`src/hw/rtl/aalr_pkg.sv`:
```
// ----------------------------------------------------------------------------
// aalr_pkg
// Shared types for the antialiased line rasterizer: controller commands,
// datapath status and the result kind selector.
// ----------------------------------------------------------------------------
package aalr_pkg;

	// which result the datapath forms on an emit command
	typedef enum logic [1:0] {
		EMIT_FIRST,   // near endpoint, half coverage
		EMIT_MID,     // interior column from the accumulator
		EMIT_LAST,    // far endpoint, half coverage, last
		EMIT_SINGLE   // repeat of a degenerate point, last
	} emit_kind_t;

	typedef struct packed {
		logic       load;       // capture a segment
		logic       div_step;   // one restoring division step
		logic       slope_set;  // apply sign to the quotient
		logic       emit;       // load the output register
		emit_kind_t kind;
	} aalr_cmd_t;

	typedef struct packed {
		logic div_done;     // current division step is the final one
		logic dx_zero;      // both endpoints coincide
		logic at_end_next;  // next column is the far endpoint
		logic out_free;     // output register can take a result
	} aalr_status_t;

endpackage

```
`src/hw/rtl/aalr_ctrl.sv`:
```
// ----------------------------------------------------------------------------
// aalr_ctrl
// Sequencer: accept a segment, run the gradient division, then step the
// columns one result per free output slot.
// ----------------------------------------------------------------------------
module aalr_ctrl
	import aalr_pkg::*;
(
	input  logic         clk,
	input  logic         arst_n,
	input  logic         in_valid,
	output logic         in_ready,
	input  aalr_status_t status,
	output aalr_cmd_t    cmd
);

	localparam logic [2:0] ST_IDLE   = 3'd0;
	localparam logic [2:0] ST_DIV    = 3'd1;
	localparam logic [2:0] ST_SLOPE  = 3'd2;
	localparam logic [2:0] ST_FIRST  = 3'd3;
	localparam logic [2:0] ST_MID    = 3'd4;
	localparam logic [2:0] ST_LAST   = 3'd5;
	localparam logic [2:0] ST_SINGLE = 3'd6;

	logic [2:0] state_q;
	logic [2:0] state_d;

	assign in_ready = (state_q == ST_IDLE);

	always_comb begin
		state_d       = state_q;
		cmd.load      = 1'b0;
		cmd.div_step  = 1'b0;
		cmd.slope_set = 1'b0;
		cmd.emit      = 1'b0;
		cmd.kind      = EMIT_FIRST;
		unique case (state_q)
			ST_IDLE: begin
				if (in_valid) begin
					cmd.load = 1'b1;
					state_d  = ST_DIV;
				end
			end
			ST_DIV: begin
				cmd.div_step = 1'b1;
				if (status.div_done) state_d = ST_SLOPE;
			end
			ST_SLOPE: begin
				cmd.slope_set = 1'b1;
				state_d       = ST_FIRST;
			end
			ST_FIRST: begin
				cmd.kind = EMIT_FIRST;
				if (status.out_free) begin
					cmd.emit = 1'b1;
					priority if (status.dx_zero) state_d = ST_SINGLE;
					else if (status.at_end_next)  state_d = ST_LAST;
					else                          state_d = ST_MID;
				end
			end
			ST_MID: begin
				cmd.kind = EMIT_MID;
				if (status.out_free) begin
					cmd.emit = 1'b1;
					if (status.at_end_next) state_d = ST_LAST;
				end
			end
			ST_LAST: begin
				cmd.kind = EMIT_LAST;
				if (status.out_free) begin
					cmd.emit = 1'b1;
					state_d  = ST_IDLE;
				end
			end
			ST_SINGLE: begin
				cmd.kind = EMIT_SINGLE;
				if (status.out_free) begin
					cmd.emit = 1'b1;
					state_d  = ST_IDLE;
				end
			end
			default: state_d = ST_IDLE;
		endcase
	end

	always_ff @(posedge clk or negedge arst_n) begin
		if (!arst_n) begin
			state_q <= ST_IDLE;
		end else begin
			state_q <= state_d;
		end
	end

endmodule

```
`src/hw/rtl/aalr_dpath.sv`:
```
// ----------------------------------------------------------------------------
// aalr_dpath
// Endpoint ordering, bit-serial gradient divider, minor-axis accumulator,
// coverage calculation and the output register.
// ----------------------------------------------------------------------------
module aalr_dpath
	import aalr_pkg::*;
#(
	parameter int COORD_BITS  = 6,
	parameter int FRAC_BITS   = 16,
	parameter int BRIGHT_BITS = 8
) (
	input  logic                   clk,
	input  logic                   arst_n,
	input  logic [COORD_BITS-1:0]  x_start,
	input  logic [COORD_BITS-1:0]  y_start,
	input  logic [COORD_BITS-1:0]  x_finish,
	input  logic [COORD_BITS-1:0]  y_finish,
	input  aalr_cmd_t              cmd,
	output aalr_status_t           status,
	input  logic                   out_ready,
	output logic                   out_valid,
	output logic [COORD_BITS-1:0]  pix_x,
	output logic [COORD_BITS-1:0]  pix_y,
	output logic                   neighbor_on_x,
	output logic [BRIGHT_BITS-1:0] bright_first,
	output logic [BRIGHT_BITS-1:0] bright_second,
	output logic                   last
);

	localparam int C     = COORD_BITS;
	localparam int F     = FRAC_BITS;
	localparam int B     = BRIGHT_BITS;
	localparam int QW    = C + F;          // dividend / quotient width
	localparam int AW    = C + F + 1;      // signed accumulator width
	localparam int SW    = F + 2;          // signed slope width
	localparam int DCW   = $clog2(QW);

	// ---- endpoint ordering (combinational, on load) ----
	logic [C-1:0] adx, ady;
	logic         steep;
	logic [C-1:0] pa, qa, pb, qb;
	logic [C-1:0] maj_a, min_a, maj_b, min_b;

	always_comb begin
		adx   = (x_finish > x_start) ? (x_finish - x_start) : (x_start - x_finish);
		ady   = (y_finish > y_start) ? (y_finish - y_start) : (y_start - y_finish);
		steep = (ady > adx);
		if (steep) begin
			pa = y_start;  qa = x_start;
			pb = y_finish; qb = x_finish;
		end else begin
			pa = x_start;  qa = y_start;
			pb = x_finish; qb = y_finish;
		end
		if (pa > pb) begin
			maj_a = pb; min_a = qb;
			maj_b = pa; min_b = qa;
		end else begin
			maj_a = pa; min_a = qa;
			maj_b = pb; min_b = qb;
		end
	end

	logic [C-1:0] maj_a_q, min_a_q, maj_b_q, min_b_q, dx_q, col_q;
	logic         steep_q, neg_q;

	// ---- restoring divider: quotient = (|dy| << F) / dx ----
	logic [C:0]     rem_q;
	logic [QW-1:0]  quo_q;
	logic [DCW-1:0] div_cnt_q;
	logic [C:0]     trial;
	logic           qbit;

	assign trial = {rem_q[C-1:0], quo_q[QW-1]};
	assign qbit  = (trial >= {1'b0, dx_q});

	// ---- slope and accumulator ----
	logic signed [SW-1:0] slope_q;
	logic signed [AW-1:0] acc_q;
	logic signed [AW-1:0] slope_ext;
	logic signed [AW-1:0] acc_init;

	assign slope_ext = AW'(slope_q);
	assign acc_init  = $signed({1'b0, min_a_q, {F{1'b0}}}) + slope_ext;

	// ---- coverage of the current interior column ----
	logic [C+F-1:0] acc_pos;
	logic [F-1:0]   frac;
	logic [C-1:0]   ip;
	logic [F:0]     one_minus;
	logic [F+B:0]   b1_wide;
	logic [F+B-1:0] b2_wide;
	logic [B-1:0]   b1_mid, b2_mid;

	always_comb begin
		acc_pos   = acc_q[AW-1] ? '0 : acc_q[C+F-1:0];
		frac      = acc_pos[F-1:0];
		ip        = acc_pos[C+F-1:F];
		one_minus = {1'b1, {F{1'b0}}} - {1'b0, frac};
		b1_wide   = ({{B{1'b0}}, one_minus} << B) >> F;
		b2_wide   = ({{B{1'b0}}, frac} << B) >> F;
		b1_mid    = b1_wide[B] ? {B{1'b1}} : b1_wide[B-1:0];
		b2_mid    = b2_wide[B-1:0];
	end

	localparam logic [B-1:0] HALF = {1'b1, {(B-1){1'b0}}};

	// ---- result selection ----
	logic [C-1:0] sel_major, sel_minor;
	logic [B-1:0] sel_b1, sel_b2;
	logic         sel_last;

	always_comb begin
		unique case (cmd.kind)
			EMIT_FIRST: begin
				sel_major = maj_a_q; sel_minor = min_a_q;
				sel_b1 = HALF; sel_b2 = '0; sel_last = 1'b0;
			end
			EMIT_MID: begin
				sel_major = col_q; sel_minor = ip;
				sel_b1 = b1_mid; sel_b2 = b2_mid; sel_last = 1'b0;
			end
			EMIT_LAST: begin
				sel_major = maj_b_q; sel_minor = min_b_q;
				sel_b1 = HALF; sel_b2 = '0; sel_last = 1'b1;
			end
			EMIT_SINGLE: begin
				sel_major = maj_a_q; sel_minor = min_a_q;
				sel_b1 = HALF; sel_b2 = '0; sel_last = 1'b1;
			end
			default: begin
				sel_major = maj_a_q; sel_minor = min_a_q;
				sel_b1 = HALF; sel_b2 = '0; sel_last = 1'b0;
			end
		endcase
	end

	// ---- status ----
	logic [C:0] col_inc;
	assign col_inc            = {1'b0, col_q} + {{C{1'b0}}, 1'b1};
	assign status.div_done    = (div_cnt_q == DCW'(QW - 1));
	assign status.dx_zero     = (dx_q == '0);
	assign status.at_end_next = (col_inc == {1'b0, maj_b_q});
	assign status.out_free    = !out_valid || out_ready;

	// ---- segment, divider, slope and column registers ----
	always_ff @(posedge clk) begin
		if (cmd.load) begin
			maj_a_q   <= maj_a;
			min_a_q   <= min_a;
			maj_b_q   <= maj_b;
			min_b_q   <= min_b;
			steep_q   <= steep;
			neg_q     <= (min_b < min_a);
			dx_q      <= maj_b - maj_a;
			col_q     <= maj_a;
			rem_q     <= '0;
			quo_q     <= {((min_b < min_a) ? (min_a - min_b) : (min_b - min_a)), {F{1'b0}}};
			div_cnt_q <= '0;
		end
		if (cmd.div_step) begin
			rem_q     <= qbit ? (trial - {1'b0, dx_q}) : trial;
			quo_q     <= {quo_q[QW-2:0], qbit};
			div_cnt_q <= div_cnt_q + DCW'(1);
		end
		if (cmd.slope_set) begin
			slope_q <= neg_q ? -$signed({1'b0, quo_q[F:0]}) : $signed({1'b0, quo_q[F:0]});
		end
		if (cmd.emit) begin
			if (cmd.kind == EMIT_FIRST) begin
				col_q <= col_inc[C-1:0];
				acc_q <= acc_init;
			end else if (cmd.kind == EMIT_MID) begin
				col_q <= col_inc[C-1:0];
				acc_q <= acc_q + slope_ext;
			end
		end
	end

	// ---- output register ----
	always_ff @(posedge clk or negedge arst_n) begin
		if (!arst_n) begin
			out_valid <= 1'b0;
		end else if (cmd.emit) begin
			out_valid <= 1'b1;
		end else if (out_ready) begin
			out_valid <= 1'b0;
		end
	end

	always_ff @(posedge clk) begin
		if (cmd.emit) begin
			pix_x         <= steep_q ? sel_minor : sel_major;
			pix_y         <= steep_q ? sel_major : sel_minor;
			neighbor_on_x <= steep_q;
			bright_first  <= sel_b1;
			bright_second <= sel_b2;
			last          <= sel_last;
		end
	end

endmodule

```
`src/hw/rtl/antialiased_line_rasterizer_unit.sv`:
```
// ----------------------------------------------------------------------------
// antialiased_line_rasterizer_unit
// Antialiased line rasterizer (Wu's algorithm) with a stream in and out.
// ----------------------------------------------------------------------------
// One segment in, one result per major-axis column out, lowest column first.
// Each result names the lower pixel of a pair (pix_x, pix_y), whether its
// neighbor sits at x+1 (steep line) or y+1, and both coverages, full scale
// 2^BRIGHT_BITS-1. Endpoint columns get half coverage. Coincident endpoints
// give two half-coverage results for the same pixel, the second one last.
// Per segment: capture, a bit-serial gradient division, signing of the
// slope, then one result per cycle while the sink takes them: dx+1
// results, or 2 for a single point. s_tready is high only between
// segments; results sit in an output register so the last one may still
// wait while the next segment is taken.
// ----------------------------------------------------------------------------
module antialiased_line_rasterizer_unit
	import aalr_pkg::*;
#(
	parameter int COORD_BITS  = 6,
	parameter int FRAC_BITS   = 16,
	parameter int BRIGHT_BITS = 8
) (
	input  logic clk,
	input  logic arst_n,

	input  logic                                         s_tvalid,
	output logic                                         s_tready,
	// x_start, y_start, x_finish, y_finish (COORD_BITS each), zero padding
	input  logic [((4*COORD_BITS+7)/8)*8-1:0]            s_tdata,

	output logic                                         m_tvalid,
	input  logic                                         m_tready,
	// pix_x, pix_y (COORD_BITS), bright_first, bright_second (BRIGHT_BITS),
	// zero padding
	output logic [((2*COORD_BITS+2*BRIGHT_BITS+7)/8)*8-1:0] m_tdata,
	// neighbor_on_x
	output logic                                         m_tuser,
	output logic                                         m_tlast
);

	localparam int C     = COORD_BITS;
	localparam int B     = BRIGHT_BITS;
	localparam int OUT_W = ((2*C+2*B+7)/8)*8;

	aalr_cmd_t    cmd;
	aalr_status_t status;

	logic [C-1:0] pix_x, pix_y;
	logic [B-1:0] bright_first, bright_second;

	// sequencer
	aalr_ctrl u_ctrl (
		.clk      (clk),
		.arst_n   (arst_n),
		.in_valid (s_tvalid),
		.in_ready (s_tready),
		.status   (status),
		.cmd      (cmd)
	);

	// ordering, divider, accumulator, output register
	aalr_dpath #(
		.COORD_BITS  (COORD_BITS),
		.FRAC_BITS   (FRAC_BITS),
		.BRIGHT_BITS (BRIGHT_BITS)
	) u_dpath (
		.clk           (clk),
		.arst_n        (arst_n),
		.x_start       (s_tdata[C-1:0]),
		.y_start       (s_tdata[2*C-1:C]),
		.x_finish      (s_tdata[3*C-1:2*C]),
		.y_finish      (s_tdata[4*C-1:3*C]),
		.cmd           (cmd),
		.status        (status),
		.out_ready     (m_tready),
		.out_valid     (m_tvalid),
		.pix_x         (pix_x),
		.pix_y         (pix_y),
		.neighbor_on_x (m_tuser),
		.bright_first  (bright_first),
		.bright_second (bright_second),
		.last          (m_tlast)
	);

	assign m_tdata = OUT_W'({bright_second, bright_first, pix_y, pix_x});

endmodule
```
`config.mk`:
```
export PLATFORM = sky130hd
export DESIGN_NAME = antialiased_line_rasterizer_unit
export DESIGN_NICKNAME = d
export VERILOG_FILES = /design/src/hw/rtl/aalr_pkg.sv /design/src/hw/rtl/aalr_ctrl.sv /design/src/hw/rtl/aalr_dpath.sv /design/src/hw/rtl/antialiased_line_rasterizer_unit.sv
export SDC_FILE = /design/constraint.sdc
export NUM_CORES = 1
export LEC_CHECK = 0
export ABC_AREA = 1
export CAP_MARGIN = 15
export CORE_MARGIN = 2
export CORE_UTILIZATION = 60
export DETAILED_ROUTE_END_ITERATION = 8
export DONT_BUFFER_PORTS = 1
export GPL_TIMING_DRIVEN = 0
export PLACE_DENSITY = 0.87
export SYNTH_ARGS = -nofsm -noshare
export SYNTH_HDL_FRONTEND = slang
export SYNTH_HIERARCHICAL = 1
export SYNTH_SLANG_ARGS = --single-unit
```
`constraint.sdc`:
```
create_clock -name clk -period 13.2 [get_ports clk]
set_input_delay 2.64 -clock clk [delete_from_list [all_inputs] [get_ports clk]]
set_output_delay 2.64 -clock clk [all_outputs]
set_load 0.05 [all_outputs]
```
==> out/qor.txt <==
final setup vio count = 0
filler cell count = 1264
initial antenna violation count = 0
Port Buf Inserts = 0
post-cts resize count = 0
cell taking the most area after synthesis = edfxtp_1
largest net degree at the start of global routing = 32
die width = 136 µm
DP Area = 11000 µm²
Worst Path Required = 13.37 ns
critical path endpoint = u_dpath/quo_q[17]
FF-to-FF setup slack = 9.74 ns
Boundary Pins = 64
clock sinks = 146
most frequent cell after synthesis = nand2_1
post-DP HPWL = 18400 µm
# DRC = 0
worst reg2reg path endpoint = u_dpath/acc_q[20]
Reg clk slew, reported paths = 0.06 ns
final hold vios = 0
flops & latches, synth = 146
GP Congestion = 0.961
postcts setup bufs = 0
synth unique cells = 57
Worst slew margin = 34.2%
FFs w/ async S/R, synth = 2.74%
NumNets Final = 1408
Synth warnings = 6
core area = 17200 µm²
RR Startpoint = u_dpath/acc_q[0]
total negative slack = 0 ns
root buffer cell = clkbuf_16
later-pin clock latency in the skew report = 0.43 ns
Num CTS Buffers = 17
Initial Util = 61.1%
Least-Margin Pin Slew = 0.985 ns
CP max stage delay = 0.40 ns
DRT Wirelength = 24700 µm
most area-consuming cells after synthesis = edfxtp_1 (39%), nand2_1 (10%), ha_1 (10%)
clk_skew = 0.00643 ns
CTS Buffer Depth = 2
Routed Antenna Nets = 0
Crit Path Category = in -> reg
run status = finished, final reports clean
type of the most critical hold path = reg -> reg
Max Freq = 106 MHz
vias in the first global route = 8604
Main synth FF type = edfxtp_1
Post-Syn Area = 10500 µm²
Design Area, Final = 11700 µm²
Post-synth EDFFs = 136
1st-iter DRT viols = 873
worst path arrival time = 9.59 ns
crit path max fanout = 10
most frequent cells after synthesis = nand2_1 (287), inv_1 (177), edfxtp_1 (136)
final core utilization = 67.7%
Via density = 5.78
layout cell share with drive strength beyond 1 = 8.85%
CTS tree = done
max-cap viol count = 0
Startpoint Class = input pin
Final min period = 9.42 ns
Synth top area share = 38.8%
crit share post-route = 71.4%
Die Area = 18600 µm²
row count = 48
Slew Limit Fails = 0
Worst R2R Path Depth = 19
first-pass GRT wire length = 39700 µm
router iterations before antenna repair = 5
register area share after synthesis = 40.9%
crit path launch = s_tdata[18]
total track usage = 27.4%
remaining global-route overflow = 0
flip-flop and latch area = 4300 µm²
slowest CP cell = ha_1
Die Y = 136 µm
antenna cell count = 0
area of the multi-input gates = 5360 µm²
RSZ-0062 raised after global routing = false
routed wire length per instance = 16.2 µm
critical path endpoint category = flop
routed via count = 8819
CTS H-tree depth = 4
synthesis-to-layout area growth = 10.8%
synthesized instance count = 1259
Hold Buf Count CTS = 0
syn avg cell area = 8.36 µm²
-- per-layer routing --
layer / global-route usage (%) / wire length (µm) / part of all wire [%] / up-vias
met2: 47.2 / 12200 / 49 / 373
met4: 12.2 / 753 / 3.0 / 0
li1: - / - / - / 4272
met5: 0 / 0 / 0 / -
met3: 6.38 / 1770 / 7.2 / 77
met1: 32.4 / 9970 / 40 / 4097
-- cell families (layout without fill, tap and decap cells) --
family,after synthesis,count (layout),share of synthesized area (%)
XOR/XNOR,50,50,4.16
buffers and inverters,223,261,8.62
AND/OR/NAND/NOR,477,477,20.0
AO/OA/AOI/OAI,259,259,13.7
adder cells (fa/ha/maj),93,93,11.6
flip-flops,146,146,40.9
other,1,4,0.0356
multiplexers,10,10,0.963
-- cell usage in the layout (no fill, tap or decap), types with 6 or more instances in the layout --
cell,count
xnor2_1,11
a21oi_1,72
clkbuf_1,21
nor2_1,61
mux2i_1,9
nand3_2,6
nand2_2,16
a22oi_1,10
xor2_1,39
buf_6,9
o21ai_1,6
nor3_1,14
ha_1,86
fa_1,7
a211oi_1,7
nand3_1,55
o21ai_0,128
clkbuf_16,17
or2_2,14
bufinv_16,8
nand2_1,287
clkinv_1,6
nand4_1,6
edfxtp_1,136
inv_1,177
dfxtp_1,6
-- registers in the layout, indices dropped and copies added, names as in the netlist, 8 cells and up --
| name | count |
|---|---|
| u_dpath/bright_first | 8 |
| u_dpath/acc_q | 23 |
| u_dpath/bright_second | 8 |
| u_dpath/slope_q | 18 |
| u_dpath/quo_q | 22 |
-- cell type report --
| cell class | count | area share [%] |
|---|---|---|
| clock inverters | 14 | 2.42 |
| clock buffers | 18 | 3.68 |
| well taps | 225 | 2.41 |
| flip-flops and latches | 146 | 36.9 |
| repair buffers | 6 | 0.826 |
| multi-input cells | 893 | 46.0 |
| plain buffers | 35 | 1.68 |
| inverters | 188 | 6.09 |
-- through the flow --
stage / instances / hold WS, ns / setup slack, ns
CTS: 1525 / 0.522 / 3.96
floorplan: 1262 / 0.475 / 4.63
global route: 1525 / 0.551 / 3.18
finish: 1525 / 0.519 / 3.78
detailed placement: 1493 / 0.509 / 3.55
global placement: 1487 / 0.502 / 3.75
-- worst max-delay path, delay by kind of cell --
kind,cells,cell delay [ns]
xor+xnor,1,0.26
simple gates,11,1.19
fa+ha+maj,5,1.53
buf+inv,10,1.56
mux,2,0.64
compound gates,9,1.76
-- worst min-delay path by stage --
stage	start	end	depth (start not counted)
after floorplan	u_dpath/quo_q[0]	u_dpath/slope_q[0]	0
after global placement	u_dpath/quo_q[20]	u_dpath/quo_q[21]	2
after detailed placement	u_dpath/quo_q[20]	u_dpath/quo_q[21]	2
after CTS	u_dpath/quo_q[20]	u_dpath/quo_q[21]	2
after global routing	u_dpath/quo_q[19]	u_dpath/quo_q[20]	2
final	u_dpath/quo_q[20]	u_dpath/quo_q[21]	2
Power is not shown: default switching activity piles up to over one toggle a cycle in this logic, so the estimate is an artifact.
